### config.mk
export PLATFORM = sky130hd
export DESIGN_NAME = sha1_hash_engine
export DESIGN_NICKNAME = d
export VERILOG_FILES = /design/src/rtl/sha1_pkg.sv /design/src/rtl/sha1_front.sv /design/src/rtl/sha1_queue.sv /design/src/rtl/sha1_core.sv /design/src/rtl/sha1_hash_engine.sv
export SDC_FILE = /design/constraint.sdc
export NUM_CORES = 2
export LEC_CHECK = 0
export BUFFER_PORTS_ARGS = -buffer_cell sky130_fd_sc_hd__buf_2
export CORE_MARGIN = 3
export CORE_UTILIZATION = 44
export DETAILED_ROUTE_END_ITERATION = 16
export PLACE_DENSITY_LB_ADDON = 0.15
export REMOVE_ABC_BUFFERS = 1
export SETUP_SLACK_MARGIN = 0.1
export SLEW_MARGIN = 20
export SYNTH_ARGS = -nofsm -noshare
export SYNTH_HDL_FRONTEND = slang
export SYNTH_SLANG_ARGS = --single-unit
### constraint.sdc
create_clock -name clk_i -period 11.3 [get_ports clk_i]
set_clock_uncertainty 0.05 [all_clocks]
set_input_delay 1.13 -clock clk_i [delete_from_list [all_inputs] [get_ports clk_i]]
set_output_delay 1.13 -clock clk_i [all_outputs]
set_load 0.01 [all_outputs]
### src/rtl/sha1_pkg.sv
package sha1_pkg;

  localparam int unsigned QueueDepth = 2;
  localparam int unsigned DigestWords = 5;
  localparam int unsigned BlockWords = 16;

  localparam logic [31:0] HashInit [DigestWords] = '{
    32'h6745_2301, 32'hefcd_ab89, 32'h98ba_dcfe, 32'h1032_5476, 32'hc3d2_e1f0
  };

  localparam logic [31:0] RoundConst [4] = '{
    32'h5a82_7999, 32'h6ed9_eba1, 32'h8f1b_bcdc, 32'hca62_c1d6
  };

  localparam logic [7:0] PadMark = 8'h80;
  localparam logic [6:0] LastRound = 7'd79;
  localparam logic [3:0] LenHiPos = 4'd14;
  localparam logic [3:0] LastPos = 4'd15;
  localparam logic [2:0] LastDigestIdx = 3'd4;

  typedef enum logic [1:0] {
    GrpChoose = 2'd0,
    GrpParity1 = 2'd1,
    GrpMajority = 2'd2,
    GrpParity2 = 2'd3
  } sha1_group_e;

  typedef enum logic [2:0] {
    StFill,
    StMark,
    StZero,
    StLenHi,
    StLenLo,
    StRound,
    StAdd,
    StOut
  } sha1_state_e;

  typedef struct packed {
    logic [31:0] word;
    logic        last;
    logic        mark;
    logic [63:0] length;
  } sha1_entry_t;

  function automatic logic [31:0] mix_fn(sha1_group_e grp, logic [31:0] b,
                                         logic [31:0] c, logic [31:0] d);
    logic [31:0] res;
    case (grp)
      GrpChoose:   res = (b & c) | (~b & d);
      GrpMajority: res = (b & c) | (b & d) | (c & d);
      default:     res = b ^ c ^ d;
    endcase
    return res;
  endfunction

endpackage

### src/rtl/sha1_front.sv
module sha1_front (
  input  logic                  clk_i,
  input  logic                  rst_ni,
  input  logic                  push_i,
  input  logic [31:0]           message_word_i,
  input  logic [2:0]            valid_bytes_i,
  input  logic                  last_item_i,
  input  logic                  q_full_i,
  output logic                  q_push_o,
  output sha1_pkg::sha1_entry_t q_entry_o
);

  logic [63:0] bit_len_q, bit_len_d;
  logic [63:0] len_sum;
  logic [3:0]  add_bits;
  logic        accept;

  assign accept = push_i & ~q_full_i;
  assign q_push_o = accept;

  always_comb begin
    q_entry_o.word = message_word_i;
    q_entry_o.last = last_item_i;
    q_entry_o.mark = 1'b0;
    add_bits = 4'd0;
    if (last_item_i) begin
      case (valid_bytes_i)
        3'd0: begin
          q_entry_o.word = {sha1_pkg::PadMark, 24'h0};
          add_bits = 4'd0;
        end
        3'd1: begin
          q_entry_o.word = {message_word_i[31:24], sha1_pkg::PadMark, 16'h0};
          add_bits = 4'd1;
        end
        3'd2: begin
          q_entry_o.word = {message_word_i[31:16], sha1_pkg::PadMark, 8'h0};
          add_bits = 4'd2;
        end
        3'd3: begin
          q_entry_o.word = {message_word_i[31:8], sha1_pkg::PadMark};
          add_bits = 4'd3;
        end
        default: begin
          q_entry_o.mark = 1'b1;
          add_bits = 4'd4;
        end
      endcase
    end else begin
      add_bits = 4'd4;
    end
    len_sum = bit_len_q + {57'h0, add_bits, 3'b000};
    q_entry_o.length = len_sum;
    bit_len_d = bit_len_q;
    if (accept) begin
      bit_len_d = last_item_i ? 64'h0 : len_sum;
    end
  end

  always_ff @(posedge clk_i or negedge rst_ni) begin
    if (!rst_ni) begin
      bit_len_q <= 64'h0;
    end else begin
      bit_len_q <= bit_len_d;
    end
  end

endmodule

### src/rtl/sha1_queue.sv
module sha1_queue #(
  parameter int unsigned Depth = sha1_pkg::QueueDepth
) (
  input  logic                  clk_i,
  input  logic                  rst_ni,
  input  logic                  push_i,
  input  sha1_pkg::sha1_entry_t entry_i,
  output logic                  full_o,
  input  logic                  pop_i,
  output sha1_pkg::sha1_entry_t entry_o,
  output logic                  empty_o
);

  localparam int unsigned PtrW = $clog2(Depth);
  localparam int unsigned CntW = $clog2(Depth + 1);

  sha1_pkg::sha1_entry_t slots_q [Depth];
  logic [PtrW-1:0] wr_ptr_q, wr_ptr_d, rd_ptr_q, rd_ptr_d;
  logic [CntW-1:0] count_q, count_d;
  logic            do_push, do_pop;

  assign full_o  = (count_q == CntW'(Depth));
  assign empty_o = (count_q == '0);
  assign entry_o = slots_q[rd_ptr_q];
  assign do_push = push_i & ~full_o;
  assign do_pop  = pop_i & ~empty_o;

  always_comb begin
    wr_ptr_d = wr_ptr_q;
    rd_ptr_d = rd_ptr_q;
    count_d  = count_q;
    if (do_push) begin
      wr_ptr_d = (wr_ptr_q == PtrW'(Depth - 1)) ? '0 : wr_ptr_q + 1'b1;
    end
    if (do_pop) begin
      rd_ptr_d = (rd_ptr_q == PtrW'(Depth - 1)) ? '0 : rd_ptr_q + 1'b1;
    end
    if (do_push && !do_pop) begin
      count_d = count_q + 1'b1;
    end else if (do_pop && !do_push) begin
      count_d = count_q - 1'b1;
    end
  end

  always_ff @(posedge clk_i or negedge rst_ni) begin
    if (!rst_ni) begin
      wr_ptr_q <= '0;
      rd_ptr_q <= '0;
      count_q  <= '0;
    end else begin
      wr_ptr_q <= wr_ptr_d;
      rd_ptr_q <= rd_ptr_d;
      count_q  <= count_d;
    end
  end

  always_ff @(posedge clk_i) begin
    if (do_push) begin
      slots_q[wr_ptr_q] <= entry_i;
    end
  end

endmodule

### src/rtl/sha1_core.sv
module sha1_core (
  input  logic                  clk_i,
  input  logic                  rst_ni,
  input  logic                  q_empty_i,
  input  sha1_pkg::sha1_entry_t q_entry_i,
  output logic                  q_pop_o,
  output logic                  empty,
  input  logic                  pop,
  output logic [31:0]           digest_word_o,
  output logic [2:0]            word_index_o,
  output logic                  last_word_o
);

  localparam int unsigned NumWords = sha1_pkg::DigestWords;
  localparam int unsigned WinDepth = sha1_pkg::BlockWords;

  sha1_pkg::sha1_state_e state_q, state_d, resume_q, resume_d, after_wr;
  sha1_pkg::sha1_group_e grp;

  logic [31:0] win_q [WinDepth];
  logic [31:0] wv_q [NumWords];
  logic [31:0] wv_d [NumWords];
  logic [31:0] chain_q [NumWords];
  logic [31:0] chain_d [NumWords];
  logic [31:0] obuf_q [NumWords];
  logic [31:0] obuf_d [NumWords];
  logic [3:0]  pos_q, pos_d, pos_next;
  logic [6:0]  round_q, round_d;
  logic [63:0] len_q, len_d;
  logic [2:0]  out_rem_q, out_rem_d, out_idx_q, out_idx_d;
  logic        wr_en, win_shift;
  logic [31:0] wr_word, win_in, sched_word, round_sum;

  assign empty         = (out_rem_q == 3'd0);
  assign digest_word_o = obuf_q[0];
  assign word_index_o  = out_idx_q;
  assign last_word_o   = (out_idx_q == sha1_pkg::LastDigestIdx);
  assign pos_next      = pos_q + 4'd1;

  always_comb begin
    if (round_q < 7'd20) begin
      grp = sha1_pkg::GrpChoose;
    end else if (round_q < 7'd40) begin
      grp = sha1_pkg::GrpParity1;
    end else if (round_q < 7'd60) begin
      grp = sha1_pkg::GrpMajority;
    end else begin
      grp = sha1_pkg::GrpParity2;
    end
    sched_word = win_q[13] ^ win_q[8] ^ win_q[2] ^ win_q[0];
    round_sum = {wv_q[0][26:0], wv_q[0][31:27]}
              + sha1_pkg::mix_fn(grp, wv_q[1], wv_q[2], wv_q[3])
              + wv_q[4] + win_q[0] + sha1_pkg::RoundConst[grp];
  end

  always_comb begin
    state_d   = state_q;
    resume_d  = resume_q;
    pos_d     = pos_q;
    round_d   = round_q;
    len_d     = len_q;
    out_rem_d = out_rem_q;
    out_idx_d = out_idx_q;
    wv_d      = wv_q;
    chain_d   = chain_q;
    obuf_d    = obuf_q;
    q_pop_o   = 1'b0;
    wr_en     = 1'b0;
    wr_word   = 32'h0;
    win_shift = 1'b0;
    win_in    = 32'h0;
    after_wr  = state_q;

    if (pop && !empty) begin
      for (int i = 0; i < NumWords - 1; i++) begin
        obuf_d[i] = obuf_q[i+1];
      end
      out_rem_d = out_rem_q - 3'd1;
      out_idx_d = out_idx_q + 3'd1;
    end

    case (state_q)
      sha1_pkg::StFill: begin
        if (!q_empty_i) begin
          q_pop_o = 1'b1;
          wr_en   = 1'b1;
          wr_word = q_entry_i.word;
          if (q_entry_i.last) begin
            len_d = q_entry_i.length;
            if (q_entry_i.mark) begin
              after_wr = sha1_pkg::StMark;
            end else if (pos_next == sha1_pkg::LenHiPos) begin
              after_wr = sha1_pkg::StLenHi;
            end else begin
              after_wr = sha1_pkg::StZero;
            end
          end else begin
            after_wr = sha1_pkg::StFill;
          end
        end
      end
      sha1_pkg::StMark, sha1_pkg::StZero: begin
        wr_en   = 1'b1;
        wr_word = (state_q == sha1_pkg::StMark) ? {sha1_pkg::PadMark, 24'h0} : 32'h0;
        after_wr = (pos_next == sha1_pkg::LenHiPos) ? sha1_pkg::StLenHi : sha1_pkg::StZero;
      end
      sha1_pkg::StLenHi: begin
        wr_en    = 1'b1;
        wr_word  = len_q[63:32];
        after_wr = sha1_pkg::StLenLo;
      end
      sha1_pkg::StLenLo: begin
        wr_en    = 1'b1;
        wr_word  = len_q[31:0];
        after_wr = sha1_pkg::StOut;
      end
      sha1_pkg::StRound: begin
        win_shift = 1'b1;
        win_in    = {sched_word[30:0], sched_word[31]};
        wv_d[0]   = round_sum;
        wv_d[1]   = wv_q[0];
        wv_d[2]   = {wv_q[1][1:0], wv_q[1][31:2]};
        wv_d[3]   = wv_q[2];
        wv_d[4]   = wv_q[3];
        round_d   = round_q + 7'd1;
        if (round_q == sha1_pkg::LastRound) begin
          round_d = 7'd0;
          state_d = sha1_pkg::StAdd;
        end
      end
      sha1_pkg::StAdd: begin
        for (int i = 0; i < NumWords; i++) begin
          chain_d[i] = chain_q[i] + wv_q[i];
        end
        state_d = resume_q;
      end
      sha1_pkg::StOut: begin
        if (empty) begin
          obuf_d    = chain_q;
          out_rem_d = 3'(NumWords);
          out_idx_d = 3'd0;
          chain_d   = sha1_pkg::HashInit;
          state_d   = sha1_pkg::StFill;
        end
      end
      default: begin
        state_d = sha1_pkg::StFill;
      end
    endcase

    if (wr_en) begin
      win_shift = 1'b1;
      win_in    = wr_word;
      pos_d     = pos_next;
      if (pos_q == sha1_pkg::LastPos) begin
        state_d  = sha1_pkg::StRound;
        resume_d = after_wr;
        round_d  = 7'd0;
        wv_d     = chain_q;
      end else begin
        state_d = after_wr;
      end
    end
  end

  always_ff @(posedge clk_i or negedge rst_ni) begin
    if (!rst_ni) begin
      state_q   <= sha1_pkg::StFill;
      resume_q  <= sha1_pkg::StFill;
      pos_q     <= 4'd0;
      round_q   <= 7'd0;
      out_rem_q <= 3'd0;
      out_idx_q <= 3'd0;
      chain_q   <= sha1_pkg::HashInit;
      wv_q      <= '{default: 32'h0};
    end else begin
      state_q   <= state_d;
      resume_q  <= resume_d;
      pos_q     <= pos_d;
      round_q   <= round_d;
      out_rem_q <= out_rem_d;
      out_idx_q <= out_idx_d;
      chain_q   <= chain_d;
      wv_q      <= wv_d;
    end
  end

  always_ff @(posedge clk_i) begin
    len_q  <= len_d;
    obuf_q <= obuf_d;
    if (win_shift) begin
      for (int i = 0; i < WinDepth - 1; i++) begin
        win_q[i] <= win_q[i+1];
      end
      win_q[WinDepth-1] <= win_in;
    end
  end

endmodule

### src/rtl/sha1_hash_engine.sv
// SHA-1 engine taking big-endian message words with a byte count and a last flag; after the
// last word it delivers the five digest words, H0 first, and starts a fresh message. A front
// stage counts the message length and pads the final word, and a short queue hands words to
// the compression core, which writes one word a cycle, while the queue is not empty, into its
// sixteen-word schedule window and, once a block is full, runs the 80 rounds on a single round
// unit at one round a cycle followed by a step (StAdd) that updates the chaining value. The
// core takes no new words while it compresses a block. The last word adds the padding and
// length words at one a cycle, a second compression when the tail does not fit, and a step
// (StOut) that moves the digest into the output buffer once that is empty; the next message
// may enter the queue meanwhile, and the five digest transfers run independently of the core.
module sha1_hash_engine #(
  parameter int unsigned QueueDepth = sha1_pkg::QueueDepth
) (
  input  logic        clk_i,
  input  logic        rst_ni,
  input  logic        push,
  output logic        full,
  input  logic [31:0] message_word_i,
  input  logic [2:0]  valid_bytes_i,
  input  logic        last_item_i,
  output logic        empty,
  input  logic        pop,
  output logic [31:0] digest_word_o,
  output logic [2:0]  word_index_o,
  output logic        last_word_o
);

  sha1_pkg::sha1_entry_t front_entry, core_entry;
  logic front_push, q_empty, q_pop;

  sha1_front u_front (
    .clk_i          (clk_i),
    .rst_ni         (rst_ni),
    .push_i         (push),
    .message_word_i (message_word_i),
    .valid_bytes_i  (valid_bytes_i),
    .last_item_i    (last_item_i),
    .q_full_i       (full),
    .q_push_o       (front_push),
    .q_entry_o      (front_entry)
  );

  sha1_queue #(
    .Depth (QueueDepth)
  ) u_queue (
    .clk_i   (clk_i),
    .rst_ni  (rst_ni),
    .push_i  (front_push),
    .entry_i (front_entry),
    .full_o  (full),
    .pop_i   (q_pop),
    .entry_o (core_entry),
    .empty_o (q_empty)
  );

  sha1_core u_core (
    .clk_i         (clk_i),
    .rst_ni        (rst_ni),
    .q_empty_i     (q_empty),
    .q_entry_i     (core_entry),
    .q_pop_o       (q_pop),
    .empty         (empty),
    .pop           (pop),
    .digest_word_o (digest_word_o),
    .word_index_o  (word_index_o),
    .last_word_o   (last_word_o)
  );

endmodule

==> results.md <==
- WP data arrival: 7.32 ns
- Worst Setup EP: u_core.wv_q[157]
- Min Tclk post-route: 6.68 ns
- R2r setup slk: 4.62 ns
- Critical path launch point type: register
- Post-CTS Setup Bufs: 0
- H-Tree Depth: 4
- R2R depth: 23
- Worst hold path class: in2async
- 1st-iter DRT viols: 3359
- Number of global-route vias before repair: 39500
- Layout area overhead: 10.9%
- Die width: 384 um
- Req. time, crit path: 11.94 ns
- Final worst slack: 4.62 ns
- ANT nets after route: 0
- Largest net degree at the start of global routing: 225
- Max-slew violations: 0
- CTS tree: yes
- DP HPWL: 103000 um
- Number of fill cells: 12500
- Via count: 40700
- Clk_lat worst skew: 0.78 ns
- Grt ovf: 0
- Slew at the pin with the worst max-slew slack: 1.19 ns
- Slew HR: 0.206
- Die Area: 0.147 mm^2
- Synthesized area: 0.0628 mm^2
- Initial core utilization: 0.446
- First-pass GRT wire length: 242000 um
- Vias per Instance: 5.51
- Ratio of cells with drive above 1 in the final layout: 0.102
- Cts hold-fix bufs: 0
- Core area: 0.141 mm^2
- Drt wl/cell: 21.1 um
- Top Ports: 78
- Final setup fails: 0
- Worst R2R End: u_core.wv_q[157]
- Top cells by area, synth: edfxtp_1 38%, dfrtp_1 13%, dfxtp_1 4.1%
- Diode count: 0
- Die outline height: 384 um
- Sequential area share after synthesis: 0.586
- Worst Setup SP: u_core.round_q[5]
- RSZ-0062 raised after global routing: no
- YS warnings: 0
- Most frequent cells in the layout: 795 x edfxtp_1, 564 x nor2_1, 554 x nand2_1
- Average size of a mapped cell: 11.6 um^2
- Clock slew at reported path FFs: 0.07 ns
- Max-Cap Viols: 0
- CTS buffer count: 147
- Outcome: finished clean
- Clock sinks: 1331
- Post_cts resized: 0
- Post-layout net count: 5773
- Fmax: 150 MHz
- Post-synth EDFFs: 795
- Placer Congestion: 0.886
- IO buf count: 77
- 1st-pass router iterations: 5
- Gate Count Post-Synth: 5407
- Initial antenna violation count: 1
- Endpoint class of the critical path: register
- Synth async-reset ratio: 0.307
- Setup CP Type: reg2reg
- Reg2Reg Launch Point: u_core.round_q[5]
- Setup WS pre-CTS: 4.71 ns
- Main synth FF type: edfxtp_1
- Total Routing Usage GR: 0.212
- Root Buffer: clkbuf_16
- Yosys top cell area share: 0.380
- CP Max Fanout: 36
- Most common cell after layout, fill and taps aside: edfxtp_1
- Period utilization: 0.591
- Site row count: 137
- Final Hold Viols: 0
- Synth cell types: 97
- Synth Register Bits: 1331
- Total negative slack: 0 ns
- Drt total wl: 156000 um
- Post-synth top area cell: edfxtp_1
- DRC viols: 0
- CTS max path bufs: 3
[through the flow]
stage	cells	util	hold slack, ns	cell area, um^2
after CTS	7400	0.495	0.327	69600
after global routing	7401	0.495	0.354	69600
after floorplan	5131	-	0.350	61500
final	7401	0.495	0.323	69600
after detailed placement	7131	0.461	0.355	64800
after global placement	7131	0.461	0.350	64800
[cells by family (layout without fill, tap and decap cells)]
logic type / after synthesis / after routing / synth area share
simple gates: 1544 / 1544 / 0.108
flops: 1331 / 1331 / 0.586
compound gates: 1199 / 1199 / 0.123
buf+inv: 544 / 662 / 0.0353
fa+ha+maj: 328 / 328 / 0.0805
xor+xnor: 324 / 324 / 0.0452
mux: 137 / 137 / 0.0231
[area by class of cell]
| cell class | count | area [um^2] | area share |
|---|---|---|---|
| Clock buffer | 207 | 4200 | 0.0604 |
| Clock inverter | 62 | 551 | 0.00791 |
| Inverter | 268 | 1010 | 0.0145 |
| Multi-Input combinational cell | 3532 | 23900 | 0.343 |
| Sequential cell | 1331 | 36700 | 0.528 |
| Tap cell | 1876 | 2350 | 0.0337 |
| Timing Repair Buffer | 125 | 842 | 0.0121 |
[how the worst min path moves through the flow]
stage / from / cells after the start / slack [ns] / end
finish: rst_ni / 1 / 0.32 / u_core.wv_q[4]
global route: rst_ni / 1 / 0.35 / u_core.wv_q[4]
CTS: rst_ni / 1 / 0.33 / u_core.wv_q[4]
detailed placement: u_core.win_q[0][137] / 0 / 0.35 / u_core.win_q[0][105]
global placement: u_core.win_q[0][196] / 0 / 0.35 / u_core.win_q[0][164]
floorplan: u_core.win_q[0][32] / 0 / 0.35 / u_core.win_q[0][0]
[worst max-delay path, stage by stage (launching register included)]
cell      delay (ns)
dfrtp_1         0.51
o21ai_0         0.18
or3_1           0.37
buf_4           0.28
nand2b_1        0.20
buf_4           0.37
o221ai_1        0.23
fa_1            0.54
inv_1           0.06
fa_1            0.49
inv_1           0.05
fa_1            0.47
inv_1           0.05
ha_1            0.29
nor2b_1         0.15
o21a_1          0.18
o21ai_0         0.26
a21oi_1         0.20
a221oi_2        0.58
o21a_1          0.27
o41ai_1         0.12
or2_2           0.31
o211a_1         0.22
o21ai_0         0.16
[synthesized netlist by cell type (all sizes together), types with 13 or more instances]
master / instances
a21o: 83
o211ai: 13
o22ai: 132
xor2: 117
edfxtp: 795
nor3: 66
nor2: 574
xnor2: 207
fa: 126
clkbuf: 174
mux2i: 74
and2: 29
o221ai: 52
o21a: 25
a22oi: 33
nor2b: 41
nand2b: 46
buf: 102
ha: 202
dfrtp: 328
dfstp: 80
a211oi: 23
nand4: 25
a22o: 17
and3: 47
nand3: 96
o31ai: 29
or3: 17
mux2: 63
o21bai: 19
inv: 268
a31oi: 161
o21ai: 282
a21oi: 231
nand2: 557
dfxtp: 128
[metal layers]
layer	global-route usage	part of all wire
met1	0.310	0.47
met2	0.329	0.45
met3	0.0307	0.046
met4	0.0648	0.026
met5	0	0
[flip-flops by register name, indices dropped and copies added (netlist names), 2 cells and up]
name and count:
u_core.round_q 7, u_core.pos_q 4, u_core.chain_q 160, u_core.word_index_o 3, u_front.bit_len_q 61, u_core.out_rem_q 3, u_core.state_q 3, u_core.len_q 61
u_core.obuf_q 128, u_core.digest_word_o 32, u_core.resume_q 3, u_core.wv_q 160, u_queue.slots_q 190, u_queue.count_q 2, u_core.win_q 512
Power is not shown: default switching activity piles up to over one toggle a cycle in this logic, so the estimate is an artifact.
